$ cat src/nfgd_isqrt.sv
// Pipelined floor integer square root, one result bit per stage.
module nfgd_isqrt #(
    parameter int ROOT_W = 31
) (
    input  logic                  clk,
    input  logic                  en,
    input  logic [2*ROOT_W-1:0]   radicand,
    output logic [ROOT_W-1:0]     root
);

    localparam int IN_W = 2 * ROOT_W;

    // Stage s writes entry s+1; the remainder and radicand are not kept past the last stage.
    logic [ROOT_W-1:0] rem_pipe  [1:ROOT_W-1];
    logic [ROOT_W-1:0] root_pipe [1:ROOT_W];
    logic [IN_W-1:0]   rad_pipe  [1:ROOT_W-1];

    for (genvar s = 0; s < ROOT_W; s++) begin : g_stage
        logic [ROOT_W-1:0] rem_in;
        logic [ROOT_W-1:0] root_in;
        logic [IN_W-1:0]   rad_in;
        logic [ROOT_W+1:0] shifted;
        logic [ROOT_W+1:0] trial;
        logic              fits;

        if (s == 0) begin : g_first
            assign rem_in  = '0;
            assign root_in = '0;
            assign rad_in  = radicand;
        end
        else begin : g_mid
            assign rem_in  = rem_pipe[s];
            assign root_in = root_pipe[s];
            assign rad_in  = rad_pipe[s];
        end

        // Bring down the next two radicand bits and try root*4+1.
        assign shifted = {rem_in, rad_in[IN_W-1-2*s -: 2]};
        assign trial   = {root_in, 2'b01};
        assign fits    = (shifted >= trial);

        always_ff @(posedge clk)
        begin
            if (en)
            begin
                root_pipe[s+1] <= {root_in[ROOT_W-2:0], fits};
            end
        end

        if (s < ROOT_W - 1) begin : g_fwd
            logic [ROOT_W+1:0] diff;

            assign diff = shifted - trial;

            always_ff @(posedge clk)
            begin
                if (en)
                begin
                    rem_pipe[s+1] <= fits ? diff[ROOT_W-1:0] : shifted[ROOT_W-1:0];
                    rad_pipe[s+1] <= rad_in;
                end
            end
        end
    end

    assign root = root_pipe[ROOT_W];

endmodule

$ cat config.mk
export PLATFORM = sky130hd
export DESIGN_NAME = nfgd_isqrt
export DESIGN_NICKNAME = d
export VERILOG_FILES = /design/src/nfgd_isqrt.sv
export SDC_FILE = /design/constraint.sdc
export NUM_CORES = 2
export LEC_CHECK = 0
export BUFFER_PORTS_ARGS = -buffer_cell sky130_fd_sc_hd__buf_2
export CAP_MARGIN = 20
export CORE_MARGIN = 2
export CORE_UTILIZATION = 30
export CTS_CLUSTER_SIZE = 10
export DETAILED_ROUTE_END_ITERATION = 10
export PLACE_DENSITY = 0.5
export SLEW_MARGIN = 10
export SYNTH_ARGS = -nofsm -noshare
export SYNTH_HDL_FRONTEND = slang
export SYNTH_SLANG_ARGS = --single-unit
export TNS_END_PERCENT = 1
$ cat constraint.sdc
create_clock -name clk -period 5 [get_ports clk]
set_clock_uncertainty 0.1 [all_clocks]
set_input_delay 0.25 -clock clk [delete_from_list [all_inputs] [get_ports clk]]
set_output_delay 0.25 -clock clk [all_outputs]
set_load 0.05 [all_outputs]
* Word-level counts from Yosys, hierarchy flattened *
Memories as Yosys holds them, arrays and structs flattened.
Cells that the tools add are included.

storage, ports and cells
  bits in registers = 0
  RAM bits = 3751
  input port bits = 64
  output and inout port bits = 31
  logic and storage cells = 96
  memories kept = 3

operators by class
  add/subtract/negate cells = 30
  magnitude comparators = 31
  muxes and demuxes = 32

memories
  memory     words  width  read ports  clocked after memory_dff  wr ports  RTL line  source
  rad_pipe   30     62     30          0                         30        16        logic [IN_W-1:0] rad_pipe [1:ROOT_W-1];
  root_pipe  31     31     31          0                         31        15        logic [ROOT_W-1:0] root_pipe [1:ROOT_W];
  rem_pipe   30     31     30          0                         30        14        logic [ROOT_W-1:0] rem_pipe [1:ROOT_W-1];

operators by type and width
  kind                   number
  $ge A33 B33 Y1         30
  $mux W31               30
  $sub A31 B31 Y31       29
  $sub A2 B1 Y3 const B  1
  $ge A2 B1 Y1 const B   1
  $mux W1                2

* Longest topological paths before layout *
An unclocked memory read counts as a cell.

  depth in word-level cells = 3
  mapped depth = 14
  depth with buffers taken out = 13

* Least setup slack after synthesis *
OpenSTA, ideal clock, no wires.

  path type = reg2reg
  start point = register rem_pipe[12][1] (netlist name)
  end point = register rem_pipe[12][35] (netlist name)
  setup time = 260 ps
  arrival time = 3246 ps
  data required time = 4640 ps
  setup slack = 1394 ps
  stages on the path, launching flop included = 12
  buffers on the path = 1
  clock period less this slack = 3606 ps
  path through = edfxtp_1 > ha_1 > a21oi_1 > a21oi_1 > or4_1 > o311ai_0 > o21ai_0 > a41oi_1 > o211ai_1 > a21oi_1 > clkbuf_1 > mux2_2

==> flow_summary.toml <==
[cells_and_area]
final_net_count = 9281
area_growth_pct = 15.4
drive_gt1_frac = 0.0766
finalInstanceArea_um2 = 124000

[critical_path]
critPathTopFamily = "compound AO/OA/AOI/OAI gates"
end_kind = "flip-flop"
r2r-end = "rem_pipe[10][36]$_DFFE_PP_"
critPathMaxFanout = 40
critPathBufInv = 1
cp.arrival_ns = 4.84
reg2reg_depth = 10
cp_slowest_cell = "nor4b_1"
critical_path_class = "flip-flop to flip-flop"
path_cells = "ha_1 > a21o_1 > a2111oi_0 > o21bai_1 > o211a_1 > nor4b_1 > o31ai_1 > a21oi_2 > buf_4 > mux2_2"
startpoint_type = "flip-flop"
slowest_delay_ns = 0.55
crit_required_ns = 5.54
reg2reg_slack_ns = 0.70
regToRegStartpoint = "rem_pipe[10][1]$_DFFE_PP_"

[cts]
clockRootBuffer = "clkbuf_16"
cts_buffers = 288
cts_setup_buffers = 0
clkSinkCount = 2312
insertion_delay_ns = 0.89
cts_max_level = 5
cts_tree = "built"
cts.path.max_buffers = 4
clk_pin_slew_ns = 0.06

[min_path]
min_path_type = "primary input to flip-flop"
holdPathEnd = "rem_pipe[0][31]$_DFFE_PP_"
holdPathStages = 3
holdCritStartpoint = "radicand[60]"

[global_routing]
overflow = 0
grt_pass1_vias = 64200
grt_pass1_wl_um = 349000
antenna_found_initial = 2
grt_use_total = 0.119
grt_max_degree = 150

[synthesis]
syn_nets = 8837
ys_seq_area_frac = 0.648
synthCells = 8245
ys_ff_latch = 2312
syn_area_um2 = 107000
synth-edff-count = 2312
synth_ff_type = "edfxtp_1"
async_flop_share = 0
yosysWarnings = 0
syn_avg_cell_area_um2 = 13.0
synthDistinctLibCells = 87

[power_and_ir_drop]
peakVddDrop_mv = 0.302
p_leak_nw = 46.4
power.density_nw_per_um2 = 458

[status]
status = "complete, but fails checks"
violations = "DRC"

[placement]
placed_area_um2 = 114000
portBuffers = 94
gp_congestion = 0.920
hpwl_um = 155000

[timing]
finalSetupTns_ns = 0
fmax_mhz = 232
slew_viol_final = 0
worst_pin_slew_ns = 1.00
setup_viol = 0
rsz0062_at_grt = "no"
period_share = 0.861
hold_violations = 0
min_period_ns = 4.30
relSlewSlack = 0.331

[route]
drc = 5
drtIter0Drc = 4172
wl_per_cell_um = 16.2
finalWirelength_um = 220000
vias = 63600
antenna_left = 0
firstDrtPassIters = 9
vias_per_cell = 4.69

[floorplan]
io-pin-count = 95
die_area_um2 = 362000
fp.coreArea_um2 = 356000
die_x_um = 601
floorplan.initialDensity = 0.301
die_h_um = 601
row_count = 219

[run]
cap_violations = 0
-- kinds of logic (layout without fill, tap and decap cells) --
| group | count (synthesis) | count (layout) | share of synthesized area |
|---|---|---|---|
| other | 1 | 2 | 0.0000350 |
| adders and majority gates | 528 | 528 | 0.0617 |
| AOI/OAI and AO/OA | 1627 | 1627 | 0.0940 |
| and+or+nand+nor | 2112 | 2112 | 0.0968 |
| muxes | 92 | 92 | 0.00952 |
| buffers and inverters | 839 | 1417 | 0.0295 |
| DFF | 2312 | 2312 | 0.648 |
| xor gates and xnor gates | 734 | 734 | 0.0600 |
-- repair_timing --
action | CTS | global route
hold endpoints to repair | 158 | 0
gates resized for setup | 0 | 0
hold buffers | 125 | 0
-- worst register-to-register path: stages (launching register included) --
cell	delay (ns)
edfxtp_1	0.39
ha_1	0.38
a21o_1	0.21
a2111oi_0	0.47
o21bai_1	0.22
o211a_1	0.31
nor4b_1	0.55
o31ai_1	0.31
a21oi_2	0.31
buf_4	0.40
mux2_2	0.40
-- stage by stage --
step | instances | total power, mW | hold slack [ns] | util | setup WS, ns
after CTS | 13600 | 57.5 | 0.00923 | 0.347 | 0.714
after detailed placement | 13000 | 38.2 | 0.305 | 0.320 | 0.737
after global placement | 13000 | 38.0 | 0.301 | 0.320 | 0.779
after global routing | 13600 | 59.9 | 0.0898 | 0.347 | 0.505
after floorplan | 8245 | 34.5 | 0.249 | - | 1.39
final | 13600 | 56.6 | 0.115 | 0.347 | 0.695
-- Yosys cell counts (138+ instances only) --
cell type,number,area [um^2]
clkbuf_1,138,518
nor2_1,457,1720
inv_1,687,2580
a21o_1,210,1580
nor3_1,219,1100
a21oi_1,482,2410
edfxtp_1,2312,69400
o21ai_0,464,2320
nand3_1,145,726
nand2_1,616,2310
xor2_1,342,3000
xnor2_1,392,3430
ha_1,528,6610
-- routing by layer --
layer  global-route usage  part of all wire  vias to the layer above
met4               0.0544             0.045                        0
met1                0.149              0.44                    30500
met5                    0                 0                        -
li1                     -                 -                    31200
met2                0.200              0.47                     1351
met3               0.0188             0.042                      556
-- layout by cell type (no fill, tap or decap), types with 24 or more instances in the layout --
cell and instances:
buf_2 93, dlygate4sd3_1 125, nand2_1 616, clkbuf_1 55, nor2b_1 78, or3_1 74, nand3_1 145, a21o_1 210
a21boi_0 33, or4_1 34, xor2_1 342, clkinv_1 37, o31ai_1 53, o211ai_1 26, a21oi_1 479, mux2_2 79
buf_4 62, xnor2_1 392, inv_1 687, buf_12 24, nand2b_1 97, or2_2 39, nor4_1 103, nor3_1 218
a211oi_1 32, o21bai_1 42, clkbuf_16 295, ha_1 528, and3_1 42, nand4_1 74, nor2_1 456, o21a_1 97
edfxtp_1 2312, o21ai_0 463, a31oi_1 34
-- area by class of cell --
type | count | area (um^2)
timing repair buffer | 304 | 2660
sequential | 2312 | 69400
tap | 4751 | 5940
clock inverter | 74 | 704
antenna | 1 | 2.50
fill | 34500 | 232000
inverter | 689 | 2590
clock buffer | 350 | 7590
multi-input combinational | 5094 | 34600
-- report_power, final --
group | leakage, nW | internal [mW] | switching (mW) | total, mW
Sequential | 22.2 | 24.6 | 1.62 | 26.3
Clock | 4.03 | 10.9 | 7.77 | 18.7
Combinational | 20.1 | 5.02 | 6.62 | 11.6
Total | 46.4 | 40.6 | 16.0 | 56.6
-- worst max-delay path by stage --
stage,startpoint,endpoint,cells after the start
2_1_floorplan,rem_pipe[12][1]$_DFFE_PP_,rem_pipe[12][35]$_DFFE_PP_,11
3_3_place_gp,rem_pipe[10][1]$_DFFE_PP_,rem_pipe[10][36]$_DFFE_PP_,10
3_5_place_dp,rem_pipe[10][1]$_DFFE_PP_,rem_pipe[10][36]$_DFFE_PP_,10
4_1_cts,rem_pipe[10][1]$_DFFE_PP_,rem_pipe[10][36]$_DFFE_PP_,10
5_1_grt,rem_pipe[10][1]$_DFFE_PP_,rem_pipe[10][36]$_DFFE_PP_,10
6_report,rem_pipe[10][1]$_DFFE_PP_,rem_pipe[10][36]$_DFFE_PP_,10
-- sequential cells by signal, indices dropped and copies added, names as in the netlist --
signal,flops
rad_pipe,930
rem_pipe,886
root_pipe,496
Note: power is estimated with default switching activity, not from simulation.
